`config.mk`:
```
export PLATFORM = sky130hd
export DESIGN_NAME = fronthaul_uplane_header_parser
export DESIGN_NICKNAME = d
export VERILOG_FILES = /design/src/rtl/core/fuhp_pkg.sv /design/src/rtl/core/fronthaul_uplane_header_parser.sv /design/src/rtl/core/fuhp_front.sv /design/src/rtl/core/fuhp_queue.sv
export SDC_FILE = /design/constraint.sdc
export NUM_CORES = 1
export LEC_CHECK = 0
export BUFFER_PORTS_ARGS = -buffer_cell sky130_fd_sc_hd__buf_2
export CAP_MARGIN = 20
export CORE_ASPECT_RATIO = 0.7
export CORE_MARGIN = 2
export CORE_UTILIZATION = 53
export DETAILED_ROUTE_END_ITERATION = 12
export PLACE_DENSITY = 0.71
export SLEW_MARGIN = 40
export SYNTH_ARGS = -nofsm -noshare
export SYNTH_HDL_FRONTEND = slang
export SYNTH_SLANG_ARGS = --single-unit
export TNS_END_PERCENT = 1
```
`constraint.sdc`:
```
create_clock -name clk -period 22.3 [get_ports clk]
set_clock_uncertainty 0.2 [all_clocks]
set_input_delay 3.345 -clock clk [delete_from_list [all_inputs] [get_ports clk]]
set_output_delay 3.345 -clock clk [all_outputs]
set_load 0.01 [all_outputs]
```
`src/rtl/core/fuhp_pkg.sv`:
```
`timescale 1ns / 1ps
package fuhp_pkg;
	localparam int MAX_SECTIONS_DEF = 8;
	localparam int SEC_CNT_W = 4;
	localparam int IQ_CNT_W = 16;
	localparam logic [3:0] SUBFRAMES_PER_FRAME = 4'd10;

	typedef enum logic [2:0] {
		PH_HEADER,
		PH_SECHDR,
		PH_COMPLEN,
		PH_IQ,
		PH_DROP
	} phase_t;

	typedef enum logic [3:0] {
		ST_OK = 4'd0,
		ST_SHORT = 4'd1,
		ST_SUBFRAME = 4'd2,
		ST_SLOT = 4'd3,
		ST_DIRECTION = 4'd4,
		ST_VERSION = 4'd5,
		ST_FILTER = 4'd6,
		ST_SYMBOL = 4'd7,
		ST_TOO_MANY = 4'd8,
		ST_NONE = 4'd9
	} status_t;

	typedef enum logic [2:0] {
		REG_VERSION = 3'd0,
		REG_FILTER_MASK = 3'd1,
		REG_SYMBOLS = 3'd2,
		REG_SLOTS = 3'd3,
		REG_RU_PRBS = 3'd4,
		REG_IQ_WIDTH = 3'd5,
		REG_PARAM_PRESENT = 3'd6,
		REG_LEN_PRESENT = 3'd7
	} reg_idx_t;

	typedef struct packed {
		logic [2:0] expected_version;
		logic [15:0] filter_valid_mask;
		logic [6:0] symbols_per_slot;
		logic [4:0] slots_per_subframe;
		logic [8:0] ru_prb_count;
		logic [4:0] iq_width;
		logic comp_param_present;
		logic comp_length_present;
	} cfg_t;

	// result item, 78 bits
	typedef struct packed {
		logic message_done;
		logic [15:0] comp_length;
		logic [8:0] prb_total;
		logic [9:0] first_prb;
		logic use_current_symbol;
		logic all_rbs_used;
		logic [11:0] section_ident;
		logic [5:0] symbol_number;
		logic [5:0] slot_number;
		logic [3:0] subframe_number;
		logic [7:0] frame_number;
		logic [3:0] status;
	} result_t;
endpackage

```
`src/rtl/core/fronthaul_uplane_header_parser.sv`:
```
`timescale 1ns / 1ps
// Takes one message byte per cycle; a result is queued the cycle after its byte.
// Throughput: one byte per cycle, two results per byte at most (descriptor then status).
// A four-entry result queue parts the parser from the output; it takes bytes while
// it has room for two results.
// Reset (arst_n low, asynchronous): parser in header phase, queue empty, registers default.
module fronthaul_uplane_header_parser #(
	parameter int MAX_SECTIONS = fuhp_pkg::MAX_SECTIONS_DEF
) (
	input  logic clk,
	input  logic arst_n,
	input  logic s_tvalid,
	output logic s_tready,
	input  logic [7:0] s_tdata, // data_byte
	input  logic s_tlast, // end_of_message
	output logic m_tvalid,
	input  logic m_tready,
	// status, frame_number, subframe_number, slot_number, symbol_number, section_ident,
	// all_rbs_used, use_current_symbol, first_prb, prb_total, comp_length
	output logic [79:0] m_tdata,
	output logic m_tuser, // message_done
	input  logic cfg_valid,
	output logic cfg_ready,
	input  logic [2:0] cfg_index,
	input  logic [15:0] cfg_data
);
	import fuhp_pkg::*;

	cfg_t cfg_q;
	logic r0v, r1v, room2;
	result_t r0, r1, rd;

	assign cfg_ready = 1'b1;
	always_ff @(posedge clk or negedge arst_n) begin
		if (!arst_n) begin
			cfg_q <= '{3'd1, 16'd31, 7'd14, 5'd2, 9'd273, 5'd9, 1'b1, 1'b0};
		end else if (cfg_valid) begin
			case (reg_idx_t'(cfg_index))
				REG_VERSION: cfg_q.expected_version <= cfg_data[2:0];
				REG_FILTER_MASK: cfg_q.filter_valid_mask <= cfg_data;
				REG_SYMBOLS: cfg_q.symbols_per_slot <= cfg_data[6:0];
				REG_SLOTS: cfg_q.slots_per_subframe <= cfg_data[4:0];
				REG_RU_PRBS: cfg_q.ru_prb_count <= cfg_data[8:0];
				REG_IQ_WIDTH: cfg_q.iq_width <= cfg_data[4:0];
				REG_PARAM_PRESENT: cfg_q.comp_param_present <= cfg_data[0];
				REG_LEN_PRESENT: cfg_q.comp_length_present <= cfg_data[0];
				default: ;
			endcase
		end
	end

	fuhp_front #(.MAX_SECTIONS(MAX_SECTIONS)) u_front (
		.clk, .arst_n, .cfg(cfg_q),
		.in_valid(s_tvalid), .in_byte(s_tdata), .in_last(s_tlast), .in_ready(s_tready),
		.res0_valid(r0v), .res0(r0), .res1_valid(r1v), .res1(r1), .q_room2(room2)
	);

	fuhp_queue u_queue (
		.clk, .arst_n, .w0_valid(r0v), .w0(r0), .w1_valid(r1v), .w1(r1),
		.room2, .rd_valid(m_tvalid), .rd, .rd_ready(m_tready)
	);

	assign m_tdata = {3'd0, rd[76:0]};
	assign m_tuser = rd.message_done;

	a_two_needs_first: assert property (@(posedge clk) disable iff (!arst_n)
		r1v |-> r0v) else $error("second result without first");
	a_no_push_full: assert property (@(posedge clk) disable iff (!arst_n)
		(s_tvalid && s_tready) |-> room2) else $error("byte taken without room");
	a_last_gives_status: assert property (@(posedge clk) disable iff (!arst_n)
		(s_tvalid && s_tready && s_tlast) |-> (r1v ? r1.message_done : r0.message_done))
		else $error("status missing on last byte");
endmodule

```
`src/rtl/core/fuhp_front.sv`:
```
`timescale 1ns / 1ps
module fuhp_front #(
	parameter int MAX_SECTIONS = fuhp_pkg::MAX_SECTIONS_DEF
) (
	input  logic clk,
	input  logic arst_n,
	input  fuhp_pkg::cfg_t cfg,
	input  logic in_valid,
	input  logic [7:0] in_byte,
	input  logic in_last,
	output logic in_ready,
	// up to two results per byte
	output logic res0_valid,
	output fuhp_pkg::result_t res0,
	output logic res1_valid,
	output fuhp_pkg::result_t res1,
	input  logic q_room2
);
	import fuhp_pkg::*;

	phase_t phase_q, phase_d;
	logic [2:0] idx_q, idx_d;
	logic [IQ_CNT_W-1:0] left_q, left_d;
	logic [SEC_CNT_W-1:0] cnt_q, cnt_d;
	logic [3:0] err_q, err_d;
	logic [31:0] hdr_q, hdr_d;
	logic [47:0] sec_q, sec_d;
	// IQ length product, formed from the last section byte in the same cycle
	logic [IQ_CNT_W-1:0] iq_len;
	logic [8:0] prbs;
	logic [9:0] start;
	logic [6:0] per_prb;
	logic [3:0] herr;
	logic [5:0] slot_w;
	logic fin, go;
	result_t desc, stat;

	assign in_ready = q_room2;
	assign go = in_valid && in_ready;

	// header check on assembled bytes
	always_comb begin
		slot_w = {hdr_d[11:8], hdr_d[7:6]};
		herr = ST_OK;
		if (hdr_d[15:12] >= SUBFRAMES_PER_FRAME) herr = ST_SUBFRAME;
		else if ({1'b0, slot_w} >= {1'b0, cfg.slots_per_subframe} + 7'd0 &&
			7'(slot_w) >= 7'(cfg.slots_per_subframe)) herr = ST_SLOT;
		else if (hdr_d[31]) herr = ST_DIRECTION;
		else if (hdr_d[30:28] != cfg.expected_version) herr = ST_VERSION;
		else if (!cfg.filter_valid_mask[hdr_d[27:24]]) herr = ST_FILTER;
		else if (7'(hdr_d[5:0]) >= cfg.symbols_per_slot) herr = ST_SYMBOL;
	end

	always_comb begin
		prbs = sec_d[23:16] == 8'd0 ? cfg.ru_prb_count : {1'b0, sec_d[23:16]};
		start = sec_d[23:16] == 8'd0 ? 10'd0 : {sec_d[33:32], sec_d[31:24]};
		per_prb = 7'(3 * cfg.iq_width) + 7'(cfg.comp_param_present);
		iq_len = IQ_CNT_W'(prbs) * IQ_CNT_W'(per_prb);
	end

	always_comb begin
		phase_d = phase_q;
		idx_d = idx_q;
		left_d = left_q;
		cnt_d = cnt_q;
		err_d = err_q;
		hdr_d = hdr_q;
		sec_d = sec_q;
		fin = 1'b0;
		case (phase_q)
			PH_HEADER: begin
				hdr_d[8*(3-idx_q[1:0]) +: 8] = in_byte;
				idx_d = idx_q + 3'd1;
				if (idx_q == 3'd3) begin
					idx_d = 3'd0;
					sec_d = '0;
					if (herr != ST_OK) begin
						err_d = herr;
						phase_d = PH_DROP;
					end else begin
						phase_d = PH_SECHDR;
					end
				end
			end
			PH_SECHDR, PH_COMPLEN: begin
				sec_d[8*(5-idx_q) +: 8] = in_byte;
				idx_d = idx_q + 3'd1;
				if ((phase_q == PH_SECHDR && idx_q == 3'd3 && !cfg.comp_length_present) ||
					(phase_q == PH_COMPLEN && idx_q == 3'd5)) begin
					left_d = iq_len;
					phase_d = PH_IQ;
					fin = iq_len == '0;
				end else if (phase_q == PH_SECHDR && idx_q == 3'd3) begin
					phase_d = PH_COMPLEN;
				end
			end
			PH_IQ: begin
				if (left_q != '0) left_d = left_q - 1'b1;
				fin = left_q <= IQ_CNT_W'(1);
			end
			default: ;
		endcase
		if (fin) begin
			cnt_d = cnt_q + 1'b1;
			if (cnt_d >= SEC_CNT_W'(MAX_SECTIONS)) begin
				err_d = ST_TOO_MANY;
				phase_d = PH_DROP;
			end else begin
				phase_d = PH_SECHDR;
				idx_d = 3'd0;
			end
		end
	end

	always_comb begin
		desc = '0;
		desc.frame_number = hdr_d[23:16];
		desc.subframe_number = hdr_d[15:12];
		desc.slot_number = {hdr_d[11:8], hdr_d[7:6]};
		desc.symbol_number = hdr_d[5:0];
		desc.section_ident = {sec_d[47:40], sec_d[39:36]};
		desc.all_rbs_used = !sec_d[35];
		desc.use_current_symbol = !sec_d[34];
		desc.first_prb = start;
		desc.prb_total = prbs;
		desc.comp_length = sec_d[15:0];
		stat = '0;
		stat.message_done = 1'b1;
		if (phase_d == PH_HEADER) begin
			stat.status = ST_SHORT;
		end else begin
			stat.frame_number = desc.frame_number;
			stat.subframe_number = desc.subframe_number;
			stat.slot_number = desc.slot_number;
			stat.symbol_number = desc.symbol_number;
			if (err_d != 4'd0) stat.status = err_d;
			else if (cnt_d == '0) stat.status = ST_NONE;
			else stat.status = ST_OK;
		end
		res0_valid = go && (fin || in_last);
		res0 = fin ? desc : stat;
		res1_valid = go && fin && in_last;
		res1 = stat;
	end

	always_ff @(posedge clk or negedge arst_n) begin
		if (!arst_n) begin
			phase_q <= PH_HEADER;
			idx_q <= '0;
			left_q <= '0;
			cnt_q <= '0;
			err_q <= '0;
			hdr_q <= '0;
			sec_q <= '0;
		end else if (go) begin
			if (in_last) begin
				phase_q <= PH_HEADER;
				idx_q <= '0;
				left_q <= '0;
				cnt_q <= '0;
				err_q <= '0;
				hdr_q <= '0;
				sec_q <= '0;
			end else begin
				phase_q <= phase_d;
				idx_q <= idx_d;
				left_q <= left_d;
				cnt_q <= cnt_d;
				err_q <= err_d;
				hdr_q <= hdr_d;
				sec_q <= fin ? '0 : sec_d;
			end
		end
	end
endmodule

```
`src/rtl/core/fuhp_queue.sv`:
```
`timescale 1ns / 1ps
module fuhp_queue (
	input  logic clk,
	input  logic arst_n,
	input  logic w0_valid,
	input  fuhp_pkg::result_t w0,
	input  logic w1_valid,
	input  fuhp_pkg::result_t w1,
	output logic room2,
	output logic rd_valid,
	output fuhp_pkg::result_t rd,
	input  logic rd_ready
);
	import fuhp_pkg::*;

	localparam int DEPTH = 4;
	result_t mem_q [DEPTH];
	logic [1:0] wp_q, rp_q;
	logic [2:0] cnt_q;
	logic pop;
	logic [1:0] wp1;

	assign pop = rd_valid && rd_ready;
	assign rd_valid = cnt_q != 3'd0;
	assign rd = mem_q[rp_q];
	assign room2 = cnt_q <= 3'd2;
	assign wp1 = wp_q + 2'd1;

	always_ff @(posedge clk) begin
		if (w0_valid) mem_q[wp_q] <= w0;
		if (w1_valid) mem_q[wp1] <= w1;
	end

	always_ff @(posedge clk or negedge arst_n) begin
		if (!arst_n) begin
			wp_q <= '0;
			rp_q <= '0;
			cnt_q <= '0;
		end else begin
			wp_q <= wp_q + 2'(w0_valid) + 2'(w1_valid);
			rp_q <= rp_q + 2'(pop);
			cnt_q <= cnt_q + 3'(w0_valid) + 3'(w1_valid) - 3'(pop);
		end
	end
endmodule
```
# Yosys cells after proc, flatten, opt, wreduce, memory -nomap -nowiden
# Memories as Yosys holds them, arrays and structs flattened.
# Cells that the tools add are included.
dict set report totals {
  input_bits 33
  ram_bits 312
  word_cells 150
  mem_count 1
  register_bits 164
  output_inout_bits 84
}
# memory words width rd rd_clocked_by_memory_dff wr line
set mem_list {}
lappend mem_list {u_queue.mem_q 4 78 1 0 2 fuhp_queue.sv:17} ;# result_t mem_q [DEPTH];
dict set report classes {
  reduce_logical 34
  muxes 54
  multipliers 2
  shifts 4
  n_eq_ne 15
  n_lt_le_gt_ge 7
  n_addsub 15
}
# operator count
set ops {}
lappend ops {{$mux W48} 3}
lappend ops {{$pmux W48 S2} 1}
lappend ops {{$mux W78} 1}
lappend ops {{$neg A32 Y34} 2}
lappend ops {{$mux W32} 2}
lappend ops {{$mux W4} 16}
lappend ops {{$bwmux W48} 1}
lappend ops {{$mux W16} 3}
lappend ops {{$shift A8 B34 Y48 const A} 1}
lappend ops {{$shiftx A8 B34 Y48} 1}
lappend ops {{$mux W3} 12}
lappend ops {{$shift A8 B34 Y32 const A} 1}
lappend ops {{$shiftx A8 B34 Y32} 1}
lappend ops {{$bwmux W32} 1}
lappend ops {{$pmux W16 S2} 1}
lappend ops {{$mux W24} 1}
lappend ops {{$le A16 B1 Y1 const B} 1}
lappend ops {{$logic_not A16 Y1} 1}
lappend ops {{$mul A9 B7 Y16} 1}
lappend ops {{$reduce_and A2 Y1} 8}
lappend ops {{$reduce_bool A16 Y1} 1}
lappend ops {{$sub A16 B1 Y16 const B} 1}
lappend ops {{$eq A3 B2 Y1 const B} 5}
lappend ops {{$eq A3 B3 Y1 const B} 5}
lappend ops {{other kinds (34)} 60}

# Depth between registers and ports, before layout
# Gate-level depths: netlist of run 1.
dict set report depth {
  depth_word 22
  ltp_mapped 35
  ltp_nobuf 32
}

# Cells and area by module
# From an unflattened synthesis of run 1, not the netlist that was laid out.
dict set report unflattened {
  hier_cells 2197
  area_unflattened_um2 27697.8
}
# mod area_each_um2 cells_per_inst instances
set by_module_without_submodules {}
lappend by_module_without_submodules {fuhp_queue 15389.8 791 1}
lappend by_module_without_submodules {fuhp_front 10383.7 1294 1}
lappend by_module_without_submodules {fronthaul_uplane_header_parser 1924.3 112 1}

# Worst setup path after synthesis of run 1
# OpenSTA, ideal clock, no wires.
dict set report synth_timing {
  path_type {in2reg}
  start {input s_tdata[5]}
  end {memory u_queue.mem_q[2][0] (netlist bit), enable pin}
  stages 26
  slack_ps 10960
  t_arrival_ps 10758
  required_time_ps 21717
  cell_sequence {clkbuf_1 -> or4_1 -> o31ai_2 -> nand2_1 -> nor2_1 -> clkbuf_1 -> a221o_1 -> nand2_1 -> fa_1 -> fa_1 -> fa_1 -> inv_1 -> fa_1 -> ha_1 -> clkbuf_1 -> or4_1 -> o22a_1 -> o311ai_1 -> nand2b_1 -> o41a_1 -> or3b_1 -> o22ai_1 -> nand2_1 -> buf_2 -> clkbuf_1 -> inv_1}
}
# item line
set synth_lines {}
lappend synth_lines {{start, declared} fronthaul_uplane_header_parser.sv:14} ;# input logic [7:0] s_tdata,
lappend synth_lines {{end, declared} fuhp_queue.sv:17}

==> impl_summary.log, run 1 <==
INFO  metric status = completed
INFO  metric grt.total_usage = 27.5%
INFO  metric final.setup.tns = 0 ps
INFO  metric vias_in_the_first_global_route = 18000
INFO  metric die-area = 47000 sq um
INFO  metric largest_fanout_on_the_critical_path = 55
INFO  metric critical_path_class = in2reg
INFO  metric grt_antenna_before_repair = 1
INFO  metric reg2reg_slack = 11320 ps
INFO  metric tritoncts = yes
INFO  metric holdBufCountCts = 0
INFO  metric met3WireLength = 5.41 mm
INFO  metric timing.critical_path.arrival = 12430 ps
INFO  metric insertion_delay = 570 ps
INFO  metric total_inserted_antenna_cells = 0
INFO  metric fin_area = 26700 sq um
INFO  metric cellLeakagePower = 0.0107 uW
INFO  metric routed_via_density = 6.28
INFO  metric setup.worst_path.start_class = input port
INFO  metric worst_path_max_delay_cell = nor2_2
INFO  metric globalplace.congestion = 0.901
INFO  metric htree_levels = 2
INFO  metric setup_viol_count_final = 0
INFO  metric delay_of_the_slowest_cell_on_the_worst_path = 670 ps
INFO  metric worstMarginPinSlew = 832 ps
INFO  metric critical_r2r_capture = u_queue.mem_q[2][69]
INFO  metric grt_setup_unrepaired = false
INFO  metric mostFrequentLayoutCell = nand2_1
INFO  metric cp_top_family = simple AND/OR/NAND/NOR gates
INFO  metric min_delay_path_depth = 2
INFO  metric slew_violations = 0
INFO  metric final_period_minus_worst_setup_slack = 12190 ps
INFO  metric hold_path_class = reg2reg
INFO  metric drt_iter0_markers = 1849
INFO  metric synth.lib_cells_used.distinct = 81
INFO  metric worst_endpoint_required_time = 22540 ps
INFO  metric power_density = 157 nW/um^2
INFO  metric fillers = 3659
INFO  metric yosysWarningCount = 0
INFO  metric worst_ir_drop_on_vdd = 0.312 mV
INFO  metric route.antenna.remaining_nets = 0
INFO  metric timing_hold_violations_final = 0
INFO  metric cpMostUsedCell = fa_1
INFO  metric fp-row-count = 65
INFO  metric initial_core_util = 53.5%
INFO  metric floorplan.die.width = 258 um
INFO  metric synth_top_flop_cell = dfxtp_1
INFO  metric port-buffer-count = 112
INFO  metric post_cts_resized = 0
INFO  metric floorplan.core_area = 44800 sq um
INFO  metric clock_path_buffers = 3
INFO  metric drv.max_cap_violation_count = 0
INFO  metric relSlewSlack = 44.4%
INFO  metric grt_overflow_total = 0
INFO  metric io_pins = 117
INFO  metric routed.top_layer = met5
INFO  metric worstHoldEndpoint = u_queue.mem_q[2][77]
INFO  metric flip_flop_and_latch_count_after_synthesis = 476
INFO  metric finalWirelength = 64.3 mm
INFO  metric cts_setup_buffers = 0
INFO  metric min_from = u_queue.mem_q[2][77]
INFO  metric rr_startpoint = u_front.idx_q[0]
INFO  metric detailed_place.area = 25000 sq um
INFO  metric design.final.nets = 2423
INFO  metric synth_cells = 2234
INFO  metric m1WireLength = 28.8 mm
INFO  metric synth-edff-count = 112
INFO  metric layout_worst_path_cycle_share = 54.7%
INFO  metric cts-root-buf = clkbuf_16
INFO  metric ys_seq_area_share = 47.9%
INFO  metric clock_input_transition_at_the_sequential_cells_of_the_worst_setup_and_hold_paths = 60 ps
INFO  metric chipHeight = 182 um
INFO  metric vias = 18300
INFO  metric drt_pass1_iterations = 5
INFO  metric area.growth.synth_to_final = 11.2%
INFO  metric most-common-layout-cells = 249 x nand2_1, 241 x nor2_1, 200 x dfxtp_1
INFO  metric multiInputGateArea = 11700 sq um
INFO  metric tritoncts.num_buffers = 46
INFO  metric grt_pass1_wl = 102 mm
INFO  metric proportion_of_synthesized_flip_flops_having_asynchronous_set_or_reset = 34.5%
INFO  metric grt_start_max_net_pins = 94
INFO  metric worstPathBufferInverterCount = 5
INFO  metric syn-mean-instance-area = 10.7 sq um
INFO  metric drc = 0
INFO  metric syn-cell-area = 24000 sq um
INFO  metric dr_wl_met2 = 28.7 mm
INFO  metric number_of_sinks_on_the_clock_net = 476
INFO  metric r2r_cells = 28
INFO  metric timing.fmax = 82.0 MHz
INFO  metric post_route_cells_drive_above_1_share = 17.9%
INFO  metric drt-wirelength-per-cell = 22.0 um
INFO  metric final-seq-area = 11500 sq um
INFO  metric setup.worst_path.end_class = flop
INFO  metric dp_hpwl = 43.0 mm
Yosys cell counts (10+ instances only):
master | count | area [sq um]
nand2_1 | 254 | 953
nor2_1 | 243 | 912
dfxtp_1 | 200 | 4000
a22o_1 | 181 | 1590
dfrtp_1 | 148 | 3700
o21ai_0 | 130 | 651
edfxtp_1 | 112 | 3360
clkbuf_1 | 90 | 338
inv_1 | 86 | 323
mux4_2 | 81 | 1820
ha_1 | 71 | 888
o2bb2ai_1 | 62 | 543
a21oi_1 | 61 | 305
mux2_2 | 47 | 529
fa_1 | 39 | 781
nor3_1 | 37 | 185
buf_1 | 33 | 124
a22oi_1 | 25 | 188
and2_1 | 23 | 144
nand2b_1 | 18 | 113
buf_2 | 17 | 85.1
nand3_1 | 17 | 85.1
dfstp_2 | 16 | 420
nor2b_1 | 13 | 81.3
a21o_1 | 12 | 90.1
and3_1 | 12 | 75.1
o31ai_1 | 12 | 90.1
xor2_1 | 12 | 105
xnor2_1 | 11 | 96.3
nand4_1 | 10 | 62.6
or2_2 | 10 | 62.6
logic make-up after synthesis:
group / after synthesis / synth area share [%]
adders and majority gates: 111 / 7.00
buffers and inverters: 232 / 3.82
xor gates and xnor gates: 23 / 0.840
DFF: 476 / 47.9
AOI/OAI and AO/OA: 563 / 17.2
and+or+nand+nor: 690 / 13.0
muxes: 137 / 10.2
other: 2 / 0.0313
per-stage QoR:
step | total power [uW] | util, % | hold WS, ps | setup WS (ps) | std cells
CTS | 4180 | 59.4 | 247 | 10290 | 2918
detailed placement | 3360 | 55.9 | 236 | 9700 | 2834
global route | 4520 | 59.5 | 276 | 9760 | 2919
floorplan | 2810 | - | 218 | 10960 | 2236
finish | 4200 | 59.5 | 249 | 10110 | 2919
global placement | 3310 | 55.7 | 229 | 9420 | 2833
worst register-to-register path: cells and delay by family, from the launching register on:
| family | cells | cell delay (ps) |
|---|---|---|
| muxes | 1 | 300 |
| adders and majority gates | 6 | 3130 |
| and+or+nand+nor | 8 | 2290 |
| DFF | 1 | 680 |
| buffers and inverters | 6 | 1390 |
| AOI/OAI and AO/OA | 7 | 2870 |
power by group:
group / switching (uW) / internal (uW)
registers: 89.6 / 959
logic: 1410 / 921
clock network: 343 / 470
state kept, by name (all words and copies together) (netlist names):
register / count
u_queue.cnt_q: 3
u_front.err_q: 4
u_queue.wp_q: 2
u_queue.mem_q: 312
u_front.sec_q: 48
u_queue.rp_q: 2
u_front.hdr_q: 32
cfg_q: 47
u_front.phase_q: 3
u_front.idx_q: 3
u_front.left_q: 16
u_front.cnt_q: 4
cell type report:
class / instances / share of cell area (%)
Inverter: 87 / 1.23
Clock buffer: 61 / 4.88
Sequential cell: 476 / 43.1
Tap cell: 603 / 2.83
Multi-Input combinational cell: 1528 / 43.9
Clock inverter: 23 / 1.01
Timing Repair Buffer: 141 / 3.03
worst max-delay path by stage:
stage,from,slack (ps),to,depth (start not counted)
after floorplan,s_tdata[5],10960,u_queue.mem_q[2][0],26
after global placement,s_tdata[5],9420,u_queue.mem_q[0][16],27
after detailed placement,s_tdata[5],9700,u_queue.mem_q[2][72],26
after CTS,s_tdata[5],10290,u_queue.mem_q[2][45],26
after global routing,s_tdata[5],9760,u_queue.mem_q[2][69],26
final,s_tdata[5],10110,u_queue.mem_q[2][69],26
per-layer routing:
metal	up-vias	GRT usage, %
met5	-	0
met4	2	6.64
met3	106	5.46
met2	778	41.4
met1	9196	40.9
li1	8257	-
Power figures use the tool's default switching activity.
==> inputs of run 2 (changes only) <==
--- a/config.mk
+++ b/config.mk
@@ -11,7 +11,7 @@
 export CORE_MARGIN = 2
 export CORE_UTILIZATION = 53
 export DETAILED_ROUTE_END_ITERATION = 12
-export PLACE_DENSITY = 0.71
+export PLACE_DENSITY = 0.74
 export SLEW_MARGIN = 40
 export SYNTH_ARGS = -nofsm -noshare
 export SYNTH_HDL_FRONTEND = slang
==> constraint.sdc (replaced) <==
create_clock -name clk -period 10.62 [get_ports clk]
set_clock_uncertainty 0.2 [all_clocks]
set_input_delay 1.593 -clock clk [delete_from_list [all_inputs] [get_ports clk]]
set_output_delay 1.593 -clock clk [all_outputs]
set_load 0.01 [all_outputs]
==> run 2 against run 1 <==
Compared with the run above:
- via count is 2.0% higher
- worst hold slack got worse by 4.1 ps
- sequential cell count is the same
- routed wire length increased by 2.2%
- global-route usage is 0.50 points higher
- sequential share of layout area fell by 0.17 points
- critical endpoint is now u_queue.mem_q[2][41]
- largest cell class unchanged
==> impl_summary.log, run 2 (synthesized netlist as in run 1, its figures left out) <==
INFO  metric floorplan.die.width = 258 um (unchanged)
INFO  metric setup_viol_count_final = 0 (unchanged)
INFO  metric m1WireLength = 28.6 mm (-0.97%)
INFO  metric grt_overflow_total = 0 (unchanged)
INFO  metric die-area = 47000 sq um (unchanged)
INFO  metric worst_endpoint_required_time = 10880 ps (-11660 ps)
INFO  metric cpMostUsedCell = buf_4
INFO  metric setup.worst_path.start_class = flop
INFO  metric slew_violations = 0 (unchanged)
INFO  metric critical_r2r_capture = u_queue.mem_q[2][41]
INFO  metric tritoncts.num_buffers = 46 (unchanged)
INFO  metric dp_hpwl = 43.8 mm (+1.8%)
INFO  metric routed_via_density = 6.35 (+1.1%)
INFO  metric drc = 0 (unchanged)
INFO  metric critical_path.startpoint = u_front.idx_q[0]
INFO  metric design.final.nets = 2447 (+0.99%)
INFO  metric worstMarginPinSlew = 819 ps (-12.5 ps)
INFO  metric setup.worst_path.end_class = flop
INFO  metric largest_fanout_on_the_critical_path = 49 (-11%)
INFO  metric dr_wl_met2 = 29.6 mm (+3.3%)
INFO  metric rr_startpoint = u_front.idx_q[0]
INFO  metric timing.fmax = 99.4 MHz
INFO  metric layout_worst_path_cycle_share = 94.7%
INFO  metric initial_core_util = 53.5% (unchanged)
INFO  metric number_of_sinks_on_the_clock_net = 476 (unchanged)
INFO  metric vias = 18700 (+2.0%)
INFO  metric chipHeight = 182 um (unchanged)
INFO  metric drt-wirelength-per-cell = 22.3 um (+1.3%)
INFO  metric cellLeakagePower = 0.0108 uW (+0.87%)
INFO  metric relSlewSlack = 45.2% (+0.82 points)
INFO  metric worst_path_max_delay_cell = a2111oi_0
INFO  metric grt_pass1_wl = 104 mm (+1.8%)
INFO  metric hold_path_class = reg2reg
INFO  metric status = completed
INFO  metric delay_of_the_slowest_cell_on_the_worst_path = 710 ps (+40 ps)
INFO  metric timing_hold_violations_final = 0 (unchanged)
INFO  metric cts-root-buf = clkbuf_16
INFO  metric grt_antenna_before_repair = 1 (unchanged)
INFO  metric grt_setup_unrepaired = false
INFO  metric area.growth.synth_to_final = 11.6%
INFO  metric vias_in_the_first_global_route = 18500 (+2.7%)
INFO  metric post_route_cells_drive_above_1_share = 18.4% (+0.45 points)
INFO  metric drv.max_cap_violation_count = 0 (unchanged)
INFO  metric tritoncts = yes
INFO  metric clock_input_transition_at_the_sequential_cells_of_the_worst_setup_and_hold_paths = 60 ps (about the same)
INFO  metric register_with_the_most_flip_flops = u_queue.mem_q
INFO  metric finalCoreUtilization = 59.7% (+0.23 points)
INFO  metric htree_levels = 2 (unchanged)
INFO  metric drt_pass1_iterations = 6 (+1)
INFO  metric mostFrequentLayoutCell = nand2_1
INFO  metric clock_path_buffers = 3 (unchanged)
INFO  metric routed.top_layer = met5
INFO  metric finalWirelength = 65.7 mm (+2.2%)
INFO  metric min_from = u_queue.mem_q[2][77]
INFO  metric most-common-layout-cells = 249 x nand2_1, 242 x nor2_1, 200 x dfxtp_1
INFO  metric grt.total_usage = 28.0% (+0.50 points)
INFO  metric globalplace.congestion = 0.909 (+0.83%)
INFO  metric r2r_cells = 32 (+14%)
INFO  metric floorplan.core_area = 44800 sq um (unchanged)
INFO  metric drt_iter0_markers = 2128 (+15%)
INFO  metric finalPower = 8780 uW (+110%)
INFO  metric largest_register_ffs = 312 (unchanged)
INFO  metric worstHoldEndpoint = u_queue.mem_q[2][77]
INFO  metric route.antenna.remaining_nets = 0 (unchanged)
INFO  metric final_period_minus_worst_setup_slack = 10060 ps
INFO  metric met3WireLength = 5.54 mm (+2.4%)
INFO  metric timing.critical_path.arrival = 10320 ps (-2110 ps)
INFO  metric min_delay_path_depth = 2 (unchanged)
INFO  metric io_pins = 117 (unchanged)
INFO  metric power_density = 328 nW/um^2 (+110%)
INFO  metric reg2reg_slack = 560 ps (-10760 ps)
INFO  metric insertion_delay = 580 ps (about the same)
INFO  metric fillers = 3637 (-0.60%)
INFO  metric top_flop_regs = u_queue.mem_q x312, u_front.sec_q x48, cfg_q x47
INFO  metric final.setup.tns = 0 ps (unchanged)
INFO  metric worst_ir_drop_on_vdd = 0.522 mV (+67%)
INFO  metric critical_path_class = reg2reg
INFO  metric port-buffer-count = 112 (unchanged)
INFO  metric post_cts_resized = 0 (unchanged)
INFO  metric fp-row-count = 65 (unchanged)
INFO  metric whs = 245 ps (-4.13 ps)
INFO  metric holdBufCountCts = 0 (unchanged)
INFO  metric grt_start_max_net_pins = 93 (-1.1%)
INFO  metric cts_setup_buffers = 0 (unchanged)
-- run 2: worst max path at each step --
stage,cells after the start,to
after global placement,28,u_queue.cnt_q[2]
after global routing,32,u_queue.cnt_q[2]
final,32,u_queue.mem_q[2][41]
after detailed placement,32,u_queue.cnt_q[2]
after CTS,32,u_queue.cnt_q[2]
after floorplan,32,u_queue.mem_q[2][0]
-- run 2: power breakdown --
| part | internal [uW] | total (uW) | switching (uW) |
|---|---|---|---|
| registers | 2010 | 2200 | 183 |
| clock network | 914 | 1640 | 725 |
| logic | 1960 | 4950 | 2990 |
-- run 2: critical path: cells and delay by family, from the launching register on --
family	cells	cell delay, ps
DFF	1	510
and+or+nand+nor	8	1780
AOI/OAI and AO/OA	10	3140
adders and majority gates	6	2660
buffers and inverters	8	1570
-- run 2: per-layer routing --
layer  GRT usage [%]  up-vias
met1            40.0     9438
met2            42.9      824
li1                -     8294
met4            8.51        2
met5               0        -
met3            5.95      139
-- run 2: layout make-up --
type,count,area [sq um],area share [%]
Multi-Input combinational cell,1528,11700,43.7
Sequential cell,476,11500,43.0
Clock buffer,63,1340,5.01
Timing Repair Buffer,165,980,3.66
Tap cell,603,754,2.82
Inverter,87,327,1.22
Clock inverter,22,154,0.575
Antenna cell,1,2.50,0.00935
-- run 2: through the flow --
| stage | worst slack (ps) | std cells | cell area (sq um) |
|---|---|---|---|
| floorplan | 951 | 2236 | 24000 |
| global placement | 604 | 2859 | 25200 |
| CTS | 429 | 2944 | 26700 |
| finish | 560 | 2945 | 26800 |
| detailed placement | 430 | 2859 | 25200 |
| global route | 2.38 | 2944 | 26800 |
